`config.mk`:
```
export PLATFORM = sky130hd
export DESIGN_NAME = flash_window_mailbox_tracker_top
export DESIGN_NICKNAME = d
export VERILOG_FILES = /design/src/hw/rtl/fwmt_pkg.sv /design/src/hw/rtl/fwmt_front.sv /design/src/hw/rtl/fwmt_back.sv /design/src/hw/rtl/fwmt_result_q.sv /design/src/hw/rtl/flash_window_mailbox_tracker_top.sv
export SDC_FILE = /design/constraint.sdc
export NUM_CORES = 2
export LEC_CHECK = 0
export BUFFER_PORTS_ARGS = -buffer_cell sky130_fd_sc_hd__buf_2
export CAP_MARGIN = 15
export CORE_MARGIN = 1
export CORE_UTILIZATION = 50
export DETAILED_ROUTE_END_ITERATION = 6
export PLACE_DENSITY = 0.68
export SLEW_MARGIN = 20
export SYNTH_ARGS = -nofsm -noshare
export SYNTH_HDL_FRONTEND = slang
export SYNTH_SLANG_ARGS = --single-unit
```
`constraint.sdc`:
```
create_clock -name clk -period 12.8 [get_ports clk]
set_input_delay 1.28 -clock clk [delete_from_list [all_inputs] [get_ports clk]]
set_output_delay 1.28 -clock clk [all_outputs]
set_load 0.01 [all_outputs]
```
`src/hw/rtl/fwmt_pkg.sv`:
```
// ----------------------------------------------------------------------------
// fwmt_pkg
// Types and constants shared by the flash window mailbox tracker modules.
// ----------------------------------------------------------------------------
`default_nettype none

package fwmt_pkg;

  localparam logic [1:0] CMD_ISSUE  = 2'd0;
  localparam logic [1:0] CMD_RESP   = 2'd1;
  localparam logic [1:0] CMD_ATTN   = 2'd2;
  localparam logic [1:0] CMD_XLATE  = 2'd3;

  localparam logic [3:0] CODE_RESET     = 4'd0;
  localparam logic [3:0] CODE_MBOXINFO  = 4'd1;
  localparam logic [3:0] CODE_FLASHINFO = 4'd2;
  localparam logic [3:0] CODE_READWIN   = 4'd3;
  localparam logic [3:0] CODE_CLOSE     = 4'd4;
  localparam logic [3:0] CODE_WRITEWIN  = 4'd5;
  localparam logic [3:0] CODE_DIRTY     = 4'd6;
  localparam logic [3:0] CODE_FLUSH     = 4'd7;
  localparam logic [3:0] CODE_ACK       = 4'd8;
  localparam logic [3:0] CODE_ERASED    = 4'd9;

  localparam logic [7:0] RESP_SUCCESS   = 8'd1;
  localparam logic [4:0] DEFAULT_SHIFT  = 5'd12;
  localparam logic [4:0] MAX_SHIFT      = 5'd31;
  localparam logic [7:0] VERSION_ONE_ID = 8'd1;

  localparam logic [2:0] ST_OK       = 3'd0;
  localparam logic [2:0] ST_PERR     = 3'd1;
  localparam logic [2:0] ST_SEQ      = 3'd2;
  localparam logic [2:0] ST_UNKNOWN  = 3'd3;
  localparam logic [2:0] ST_MISS     = 3'd4;
  localparam logic [2:0] ST_PAUSED   = 3'd5;

  typedef struct packed {
    logic [1:0]  cmd;
    logic [3:0]  code;
    logic        resp_ok;
    logic [7:0]  rcode;
    logic [7:0]  rseq;
    logic [63:0] args;
    logic        close_win;
    logic        pause;
    logic        sel;
    logic [31:0] pos;
    logic [31:0] len;
    logic [32:0] aend;
  } op_t;

  typedef struct packed {
    logic [7:0]  issued_seq;
    logic [2:0]  status;
    logic [7:0]  partner_error;
    logic        window_hit;
    logic [31:0] lpc_offset;
    logic [31:0] chunk_size;
    logic        paused_flag;
    logic        legacy_mode;
    logic [31:0] flash_total;
    logic [31:0] erase_size;
  } res_t;

  function automatic logic [31:0] to_bytes(input logic [15:0] blocks,
                                           input logic [4:0] shift);
    to_bytes = {16'd0, blocks} << shift;
  endfunction

endpackage

`default_nettype wire

```
`src/hw/rtl/fwmt_front.sv`:
```
// ----------------------------------------------------------------------------
// fwmt_front
// Accepts items, classifies them and holds them in a two-entry queue.
// ----------------------------------------------------------------------------
`default_nettype none

module fwmt_front import fwmt_pkg::*; (
  input  wire logic        clk,
  input  wire logic        rst_n,
  input  wire logic        in_push,
  output logic             in_full,
  input  wire logic [1:0]  in_cmd,
  input  wire logic [3:0]  in_command_code,
  input  wire logic [7:0]  in_response_code,
  input  wire logic [7:0]  in_response_seq,
  input  wire logic [63:0] in_response_args,
  input  wire logic [7:0]  in_attention_bits,
  input  wire logic        in_window_select,
  input  wire logic [31:0] in_access_position,
  input  wire logic [31:0] in_access_length,
  input  wire logic        take,
  output logic             op_valid,
  output op_t              op
);

  op_t        mem_r [2];
  logic       wr_ptr_r;
  logic       rd_ptr_r;
  logic [1:0] count_r;
  logic [1:0] count_nxt;
  logic       push;
  logic       pop;
  op_t        cls;

  always_comb begin
    cls.cmd       = in_cmd;
    cls.code      = in_command_code;
    cls.resp_ok   = (in_response_code == RESP_SUCCESS);
    cls.rcode     = in_response_code;
    cls.rseq      = in_response_seq;
    cls.args      = in_response_args;
    cls.close_win = |in_attention_bits[1:0];
    cls.pause     = in_attention_bits[6];
    cls.sel       = in_window_select;
    cls.pos       = in_access_position;
    cls.len       = in_access_length;
    cls.aend      = {1'b0, in_access_position} + {1'b0, in_access_length};
  end

  assign in_full  = (count_r == 2'd2);
  assign op_valid = (count_r != 2'd0);
  assign op       = mem_r[rd_ptr_r];
  assign push     = in_push && !in_full;
  assign pop      = take && op_valid;

  always_comb begin
    count_nxt = count_r;
    if (push && !pop) begin
      count_nxt = count_r + 2'd1;
    end else if (pop && !push) begin
      count_nxt = count_r - 2'd1;
    end
  end

  always_ff @(posedge clk) begin
    if (push) begin
      mem_r[wr_ptr_r] <= cls;
    end
    if (!rst_n) begin
      wr_ptr_r <= 1'b0;
      rd_ptr_r <= 1'b0;
      count_r  <= 2'd0;
    end else begin
      if (push) begin
        wr_ptr_r <= ~wr_ptr_r;
      end
      if (pop) begin
        rd_ptr_r <= ~rd_ptr_r;
      end
      count_r <= count_nxt;
    end
  end

endmodule

`default_nettype wire

```
`src/hw/rtl/fwmt_back.sv`:
```
// ----------------------------------------------------------------------------
// fwmt_back
// Holds protocol state; does one classified item per cycle while res_ready.
// ----------------------------------------------------------------------------
`default_nettype none

module fwmt_back import fwmt_pkg::*; (
  input  wire logic clk,
  input  wire logic rst_n,
  input  wire logic op_valid,
  input  wire op_t  op,
  input  wire logic res_ready,
  output logic      take,
  output logic      res_push,
  output res_t      res
);

  logic [31:0] rd_base_r, rd_span_r, rd_origin_r;
  logic [31:0] wr_base_r, wr_span_r, wr_origin_r;
  logic        rd_open_r, wr_open_r, pause_r, v1_r;
  logic [4:0]  shift_r;
  logic [7:0]  seq_r;
  logic [31:0] total_r, granule_r;

  logic [31:0] rd_base_nxt, rd_span_nxt, rd_origin_nxt;
  logic [31:0] wr_base_nxt, wr_span_nxt, wr_origin_nxt;
  logic        rd_open_nxt, wr_open_nxt, pause_nxt, v1_nxt;
  logic [4:0]  shift_nxt;
  logic [7:0]  seq_nxt;
  logic [31:0] total_nxt, granule_nxt;

  logic [2:0]  status;
  logic [7:0]  perr;
  logic        hit;
  logic [31:0] off;
  logic [31:0] chunk;
  logic [31:0] w_base, w_span, w_org;
  logic        w_open;
  logic [32:0] wend;
  logic [32:0] wrem;
  logic [31:0] a16_0, a16_1, a16_2, a16_3, a16_4;

  assign take     = op_valid && res_ready;
  assign res_push = take;

  assign a16_0 = to_bytes(op.args[15:0],  shift_r);
  assign a16_1 = to_bytes(op.args[23:8],  shift_r);
  assign a16_2 = to_bytes(op.args[31:16], shift_r);
  assign a16_3 = to_bytes(op.args[39:24], shift_r);
  assign a16_4 = to_bytes(op.args[47:32], shift_r);

  assign w_base = op.sel ? wr_base_r   : rd_base_r;
  assign w_span = op.sel ? wr_span_r   : rd_span_r;
  assign w_org  = op.sel ? wr_origin_r : rd_origin_r;
  assign w_open = op.sel ? wr_open_r   : rd_open_r;
  assign wend   = {1'b0, w_org} + {1'b0, w_span};
  assign wrem   = wend - {1'b0, op.pos};

  always_comb begin
    rd_base_nxt   = rd_base_r;
    rd_span_nxt   = rd_span_r;
    rd_origin_nxt = rd_origin_r;
    rd_open_nxt   = rd_open_r;
    wr_base_nxt   = wr_base_r;
    wr_span_nxt   = wr_span_r;
    wr_origin_nxt = wr_origin_r;
    wr_open_nxt   = wr_open_r;
    pause_nxt     = pause_r;
    v1_nxt        = v1_r;
    shift_nxt     = shift_r;
    seq_nxt       = seq_r;
    total_nxt     = total_r;
    granule_nxt   = granule_r;
    status        = ST_OK;
    perr          = 8'd0;
    hit           = 1'b0;
    off           = 32'd0;
    chunk         = 32'd0;
    case (op.cmd)
      CMD_ISSUE: begin
        seq_nxt = seq_r + 8'd1;
      end
      CMD_RESP: begin
        if (!op.resp_ok) begin
          status = ST_PERR;
          perr   = op.rcode;
        end else if (op.rseq != seq_r) begin
          status = ST_SEQ;
        end else if (v1_r) begin
          case (op.code)
            CODE_RESET, CODE_CLOSE, CODE_DIRTY, CODE_FLUSH, CODE_ACK: begin
              status = ST_OK;
            end
            CODE_MBOXINFO: begin
              rd_span_nxt = a16_1;
              wr_span_nxt = a16_3;
            end
            CODE_FLASHINFO: begin
              total_nxt   = op.args[31:0];
              granule_nxt = op.args[63:32];
            end
            CODE_READWIN: begin
              rd_base_nxt = a16_0;
              rd_open_nxt = 1'b1;
              wr_open_nxt = 1'b0;
            end
            CODE_WRITEWIN: begin
              wr_base_nxt = a16_0;
              wr_open_nxt = 1'b1;
              rd_open_nxt = 1'b0;
            end
            default: begin
              status = ST_UNKNOWN;
            end
          endcase
        end else begin
          case (op.code)
            CODE_RESET, CODE_DIRTY, CODE_FLUSH, CODE_ACK, CODE_ERASED: begin
              status = ST_OK;
            end
            CODE_MBOXINFO: begin
              if (op.args[7:0] == VERSION_ONE_ID) begin
                v1_nxt      = 1'b1;
                shift_nxt   = DEFAULT_SHIFT;
                rd_span_nxt = to_bytes(op.args[23:8], DEFAULT_SHIFT);
                wr_span_nxt = to_bytes(op.args[39:24], DEFAULT_SHIFT);
              end else if (op.args[47:40] > {3'd0, MAX_SHIFT}) begin
                shift_nxt = MAX_SHIFT;
              end else begin
                shift_nxt = op.args[44:40];
              end
            end
            CODE_FLASHINFO: begin
              total_nxt   = a16_0;
              granule_nxt = a16_2;
            end
            CODE_READWIN: begin
              rd_base_nxt   = a16_0;
              rd_span_nxt   = a16_2;
              rd_origin_nxt = a16_4;
              rd_open_nxt   = 1'b1;
              wr_open_nxt   = 1'b0;
            end
            CODE_CLOSE: begin
              rd_open_nxt = 1'b0;
              wr_open_nxt = 1'b0;
            end
            CODE_WRITEWIN: begin
              wr_base_nxt   = a16_0;
              wr_span_nxt   = a16_2;
              wr_origin_nxt = a16_4;
              wr_open_nxt   = 1'b1;
              rd_open_nxt   = 1'b0;
            end
            default: begin
              status = ST_UNKNOWN;
            end
          endcase
        end
      end
      CMD_ATTN: begin
        if (op.close_win) begin
          rd_open_nxt = 1'b0;
          wr_open_nxt = 1'b0;
        end
        pause_nxt = op.pause;
      end
      default: begin
        off = w_base + (op.pos - w_org);
        if (op.aend <= wend) begin
          chunk = op.len;
        end else if ({1'b0, op.pos} <= wend) begin
          chunk = wrem[31:0];
        end else begin
          chunk = 32'd0;
        end
        hit = w_open && (op.pos >= w_org) && (op.aend <= wend);
        if (pause_r) begin
          status = ST_PAUSED;
        end else if (!hit) begin
          status = ST_MISS;
        end
      end
    endcase
  end

  always_comb begin
    res.issued_seq    = seq_nxt;
    res.status        = status;
    res.partner_error = perr;
    res.window_hit    = hit;
    res.lpc_offset    = off;
    res.chunk_size    = chunk;
    res.paused_flag   = pause_nxt;
    res.legacy_mode   = v1_nxt;
    res.flash_total   = total_nxt;
    res.erase_size    = granule_nxt;
  end

  always_ff @(posedge clk) begin
    if (!rst_n) begin
      rd_base_r   <= 32'd0;
      rd_span_r   <= 32'd0;
      rd_origin_r <= 32'd0;
      rd_open_r   <= 1'b0;
      wr_base_r   <= 32'd0;
      wr_span_r   <= 32'd0;
      wr_origin_r <= 32'd0;
      wr_open_r   <= 1'b0;
      pause_r     <= 1'b0;
      v1_r        <= 1'b0;
      shift_r     <= DEFAULT_SHIFT;
      seq_r       <= 8'd0;
      total_r     <= 32'd0;
      granule_r   <= 32'd0;
    end else if (take) begin
      rd_base_r   <= rd_base_nxt;
      rd_span_r   <= rd_span_nxt;
      rd_origin_r <= rd_origin_nxt;
      rd_open_r   <= rd_open_nxt;
      wr_base_r   <= wr_base_nxt;
      wr_span_r   <= wr_span_nxt;
      wr_origin_r <= wr_origin_nxt;
      wr_open_r   <= wr_open_nxt;
      pause_r     <= pause_nxt;
      v1_r        <= v1_nxt;
      shift_r     <= shift_nxt;
      seq_r       <= seq_nxt;
      total_r     <= total_nxt;
      granule_r   <= granule_nxt;
    end
  end

endmodule

`default_nettype wire

```
`src/hw/rtl/fwmt_result_q.sv`:
```
// ----------------------------------------------------------------------------
// fwmt_result_q
// Two-entry queue that holds finished results until they are popped.
// ----------------------------------------------------------------------------
`default_nettype none

module fwmt_result_q import fwmt_pkg::*; (
  input  wire logic clk,
  input  wire logic rst_n,
  input  wire logic push,
  input  wire res_t push_res,
  output logic      ready,
  input  wire logic pop,
  output logic      empty,
  output res_t      head
);

  res_t       mem_r [2];
  logic       wr_ptr_r;
  logic       rd_ptr_r;
  logic [1:0] count_r;
  logic [1:0] count_nxt;
  logic       do_push;
  logic       do_pop;

  assign ready   = (count_r != 2'd2);
  assign empty   = (count_r == 2'd0);
  assign head    = mem_r[rd_ptr_r];
  assign do_push = push && ready;
  assign do_pop  = pop && !empty;

  always_comb begin
    count_nxt = count_r;
    if (do_push && !do_pop) begin
      count_nxt = count_r + 2'd1;
    end else if (do_pop && !do_push) begin
      count_nxt = count_r - 2'd1;
    end
  end

  always_ff @(posedge clk) begin
    if (do_push) begin
      mem_r[wr_ptr_r] <= push_res;
    end
    if (!rst_n) begin
      wr_ptr_r <= 1'b0;
      rd_ptr_r <= 1'b0;
      count_r  <= 2'd0;
    end else begin
      if (do_push) begin
        wr_ptr_r <= ~wr_ptr_r;
      end
      if (do_pop) begin
        rd_ptr_r <= ~rd_ptr_r;
      end
      count_r <= count_nxt;
    end
  end

endmodule

`default_nettype wire

```
`src/hw/rtl/flash_window_mailbox_tracker_top.sv`:
```
// ----------------------------------------------------------------------------
// flash_window_mailbox_tracker_top
// Client-side tracker for a mailbox flash-window protocol.
//
// Items enter through a queue-style port: an item is taken on a clock edge
// with in_push high and in_full low. Each item gives exactly one result,
// shown on the out_ ports while out_empty is low and removed by out_pop.
// An item first waits in a two-entry input queue, is executed by the state
// unit and lands in a two-entry result queue, whose head drives the out_
// ports. One item per cycle is sustained as long as results are popped at
// the same rate; the single state unit works out each result combinationally
// from its registered state.
// When the receiver stalls, the result queue fills, the state unit waits,
// and in_full rises once the input queue holds two items.
// Reset empties both queues, closes both windows, clears the sequence
// number, sizes and pause mark, selects version two rules and sets the
// block shift to twelve.
// ----------------------------------------------------------------------------
`default_nettype none

module flash_window_mailbox_tracker_top import fwmt_pkg::*; (
  input  wire logic        clk,
  input  wire logic        rst_n,
  input  wire logic        in_push,
  output logic             in_full,
  input  wire logic [1:0]  in_cmd,
  input  wire logic [3:0]  in_command_code,
  input  wire logic [7:0]  in_response_code,
  input  wire logic [7:0]  in_response_seq,
  input  wire logic [63:0] in_response_args,
  input  wire logic [7:0]  in_attention_bits,
  input  wire logic        in_window_select,
  input  wire logic [31:0] in_access_position,
  input  wire logic [31:0] in_access_length,
  output logic             out_empty,
  input  wire logic        out_pop,
  output logic [7:0]       out_issued_seq,
  output logic [2:0]       out_status,
  output logic [7:0]       out_partner_error,
  output logic             out_window_hit,
  output logic [31:0]      out_lpc_offset,
  output logic [31:0]      out_chunk_size,
  output logic             out_paused_flag,
  output logic             out_legacy_mode,
  output logic [31:0]      out_flash_total,
  output logic [31:0]      out_erase_size
);

  op_t  op;
  logic op_valid;
  logic take;
  logic res_ready;
  logic res_push;
  res_t res;
  res_t head;

  fwmt_front u_front (
    .clk                (clk),
    .rst_n              (rst_n),
    .in_push            (in_push),
    .in_full            (in_full),
    .in_cmd             (in_cmd),
    .in_command_code    (in_command_code),
    .in_response_code   (in_response_code),
    .in_response_seq    (in_response_seq),
    .in_response_args   (in_response_args),
    .in_attention_bits  (in_attention_bits),
    .in_window_select   (in_window_select),
    .in_access_position (in_access_position),
    .in_access_length   (in_access_length),
    .take               (take),
    .op_valid           (op_valid),
    .op                 (op)
  );

  fwmt_back u_back (
    .clk       (clk),
    .rst_n     (rst_n),
    .op_valid  (op_valid),
    .op        (op),
    .res_ready (res_ready),
    .take      (take),
    .res_push  (res_push),
    .res       (res)
  );

  fwmt_result_q u_result_q (
    .clk      (clk),
    .rst_n    (rst_n),
    .push     (res_push),
    .push_res (res),
    .ready    (res_ready),
    .pop      (out_pop),
    .empty    (out_empty),
    .head     (head)
  );

  assign out_issued_seq    = head.issued_seq;
  assign out_status        = head.status;
  assign out_partner_error = head.partner_error;
  assign out_window_hit    = head.window_hit;
  assign out_lpc_offset    = head.lpc_offset;
  assign out_chunk_size    = head.chunk_size;
  assign out_paused_flag   = head.paused_flag;
  assign out_legacy_mode   = head.legacy_mode;
  assign out_flash_total   = head.flash_total;
  assign out_erase_size    = head.erase_size;

  a_reset_empty: assert property (@(posedge clk) !rst_n |=> out_empty)
    else $error("result queue not empty after reset");

  a_perr_code: assert property (@(posedge clk) disable iff (!rst_n)
    (!out_empty && out_status == ST_PERR) |-> out_partner_error != RESP_SUCCESS)
    else $error("partner error reported with a success code");

  a_hit_status: assert property (@(posedge clk) disable iff (!rst_n)
    (!out_empty && out_window_hit) |-> (out_status == ST_OK || out_status == ST_PAUSED))
    else $error("window hit with a miss or response status");

  a_issue_step: assert property (@(posedge clk) disable iff (!rst_n)
    (take && op.cmd == CMD_ISSUE) |-> res.issued_seq == u_back.seq_r + 8'd1)
    else $error("issued sequence did not advance by one");

endmodule

`default_nettype wire

```
==> reports/qor.yml <==
place:
  pre_cts_ws_ns: 3.18
  routabilityCongestion: 0.998
  hpwl_um: 116000
  io_buffers: 309
  postPlaceCellArea_um2: 54600
  dpl.cell_count: 6261
timing:
  worst_pin_slew_ns: 1.21
  finalHoldViolCount: 0
  fin_skew_ns: 0.0351
  final.setup.tns_ns: 0
  drv_slew: 0
  finalWorstSetupSlack_ns: 3.09
  rsz0062_at_grt: "no"
  min_period_ns: 9.71
  slew_headroom_pct: 18.7
  fmax_mhz: 103
  setup_viol: 0
  period_share_pct: 75.8
synthesis:
  syn_nets: 5194
  synth_common_cells: "674 x edfxtp_1, 513 x nand2_1, 413 x nor2_1, 302 x mux2_2, 283 x dfxtp_1"
  ys.flop_type: "edfxtp_1"
  yosysUniqueCellTypes: 88
  yosysSeqAreaShare_pct: 50.0
  synth_area_leader_cell: "edfxtp_1"
  yosysMostFrequentCell: "edfxtp_1"
  synth_area_leaders: "edfxtp_1 39%, dfxtp_1 11%, mux2_2 6.6%"
  syn_area_um2: 51800
  synth-edff-count: 674
  yosys_warnings: 0
  syn-instance-count: 4779
  ys_seq_elements: 957
  synth_top_cell_area_share_pct: 39.1
  syn_area_per_cell_um2: 10.8
  synthArstFlopShare_pct: 0
worst_setup_path:
  end_kind: "register"
  required_ns: 13.30
  start_kind: "register"
  r2r_cells: 29
  crit_path_max_incr_delay_ns: 0.87
  slowest_stage: "mux2i_4"
  critPathArrivalTime_ns: 10.21
  reg2reg_setup_slack_ns: 3.09
  worstReg2RegEnd: "u_result_q.mem_r[1][84]"
  worstSetupEndpoint: "u_result_q.mem_r[1][84]"
  path_max_fanout: 45
  crit_top_cell: "a21o_1"
  critPathKind: "reg2reg"
final_layout:
  n_fill_cell: 8797
  fin_util_pct: 56.6
  final_area_um2: 57900
  nets: 5409
  drive_gt1_share_pct: 17.5
  area_delta_synth_final_pct: 11.8
  final_cells: 6447
clock_network:
  cts_tree: "yes"
  cts_htree_levels: 3
  cts.sinks: 957
  cts_setup_buffers: 0
  cts_hold_buf: 0
  cts-root-buf: "clkbuf_16"
  path_clk_slew_ns: 0.06
  cts_made_buffers: 99
  cts_resized: 0
  max-clock-path-buffers: 3
  clk_latency_ns: 0.70
routing:
  final_antenna_net_count: 0
  drc_errors: 0
  dr.pass1.iters: 7
  drtIter0Drc: 4183
  wl_um: 160000
  vias: 38500
  viasPerCell: 5.97
  post_drt_wl_per_cell_um: 24.8
global_routing:
  grt_pass1_wl_um: 232000
  antenna_found_initial: 9
  gr-usage-met2_pct: 45.9
  grt_usage_pct: 29.9
  met1_usage_pct: 41.6
  grt_max_degree: 104
  grt_pass1_vias: 36200
  grt-ovfl-total: 0
  busiest_layer: "met2"
  use_met3_pct: 7.12
floorplan:
  die_y_um: 324
  io_pins: 315
  start_util_pct: 50.7
  die_area_um2: 105000
  fp.dieW_um: 324
  row_count: 117
  core_um2: 102000
min_path:
  hold_depth: 2
  min-delay-path-class: "reg2reg"
power_and_ir_drop:
  powerDensity_nw_per_um2: 190
  leakagePower_nw: 22.9
  irDropWorstVdd_mv: 0.137
run:
  max_cap_viol_count: 0
status:
  outcome: "completed"
registers in the layout (all words and copies together), names as in the netlist, named ones only:
register and cells:
u_front.rd_ptr_r 1, u_back.total_r 32, u_front.wr_ptr_r 1, u_back.wr_open_r 1, u_front.count_r 2, u_back.wr_base_r 32
u_result_q.count_r 2, u_result_q.rd_ptr_r 1, u_back.rd_base_r 32, u_back.v1_r 1, u_back.shift_r 5, u_back.wr_span_r 32
u_back.rd_origin_r 32, u_back.granule_r 32, u_back.wr_origin_r 32, u_result_q.mem_r 300, u_result_q.wr_ptr_r 1, u_back.seq_r 8
u_back.rd_span_r 32, u_back.rd_open_r 1, u_back.pause_r 1, u_front.mem_r 374
placed cells by master (no fill, tap or decap), drive strengths merged, types with 40 or more instances in the layout:
cell type and instances:
a21oi 227, dfxtp 283, xnor2 97, ha 220, mux2i 258, o21ai 236
edfxtp 674, xor2 40, mux2 302, nand2 513, a211oi 45, nand3 42
nor3b 52, a21o 92, o211a 66, a21boi 99, nor2 413, buf 374
nor3 44, and2 70, nor2b 45, clkbuf 132, inv 201
worst max-delay path, delay by kind of cell, from the launching register on:
kind,cells,cell delay [ns]
mux,2,1.29
flops,1,0.84
buf+inv,3,0.96
fa+ha+maj,2,0.64
simple gates,1,0.66
xor+xnor,1,0.18
compound gates,20,4.90
worst min path at each step:
stage               slack [ns]              startpoint                      to
floorplan                 0.43   u_back.wr_origin_r[0]   u_back.wr_origin_r[0]
global placement          0.44      u_back.total_r[23]      u_back.total_r[23]
detailed placement        0.45  u_back.wr_origin_r[12]  u_back.wr_origin_r[12]
CTS                       0.45  u_back.wr_origin_r[12]  u_back.wr_origin_r[12]
global route              0.47   u_back.wr_origin_r[8]   u_back.wr_origin_r[8]
finish                    0.46   u_back.wr_origin_r[7]   u_back.wr_origin_r[7]
power breakdown:
part	total [mW]	switching [mW]	internal, mW	leakage [nW]
clock network	2.88	1.23	1.65	1.58
registers	4.21	0.173	4.04	8.64
logic	3.90	2.47	1.42	12.7
total	11.0	3.87	7.11	22.9
stage by stage:
stage	power (mW)	hold WS [ns]
final	11.0	0.456
after global routing	11.5	0.472
after CTS	11.0	0.455
after detailed placement	8.11	0.446
after global placement	8.05	0.442
after floorplan	6.78	0.434
final cells by class:
type,instances,area (um^2),area share (%)
Multi-Input combinational cell,3365,24200,41.8
Sequential cell,957,25900,44.8
Tap cell,1368,1710,2.96
Inverter,197,739,1.28
Clock inverter,52,520,0.900
Antenna cell,2,5.00,0.00865
Timing Repair Buffer,374,2050,3.54
Clock buffer,132,2730,4.73
metal layers:
metal / part of all wire, % / up-vias
met5: 0.017 / -
met4: 2.6 / 4
met3: 9.1 / 241
met2: 45 / 1502
met1: 44 / 18900
li1: - / 17800
kinds of logic (layout without fill, tap and decap cells):
family | count (synthesis) | in the layout | synth area share [%]
fa+ha+maj | 255 | 255 | 6.61
simple gates | 1313 | 1313 | 11.4
other cells | 0 | 2 | 0
compound gates | 1094 | 1094 | 14.4
mux | 566 | 566 | 11.8
xor+xnor | 137 | 137 | 2.32
buf+inv | 457 | 755 | 3.40
flops | 957 | 957 | 50.0
Note: power is estimated with default switching activity, not from simulation.
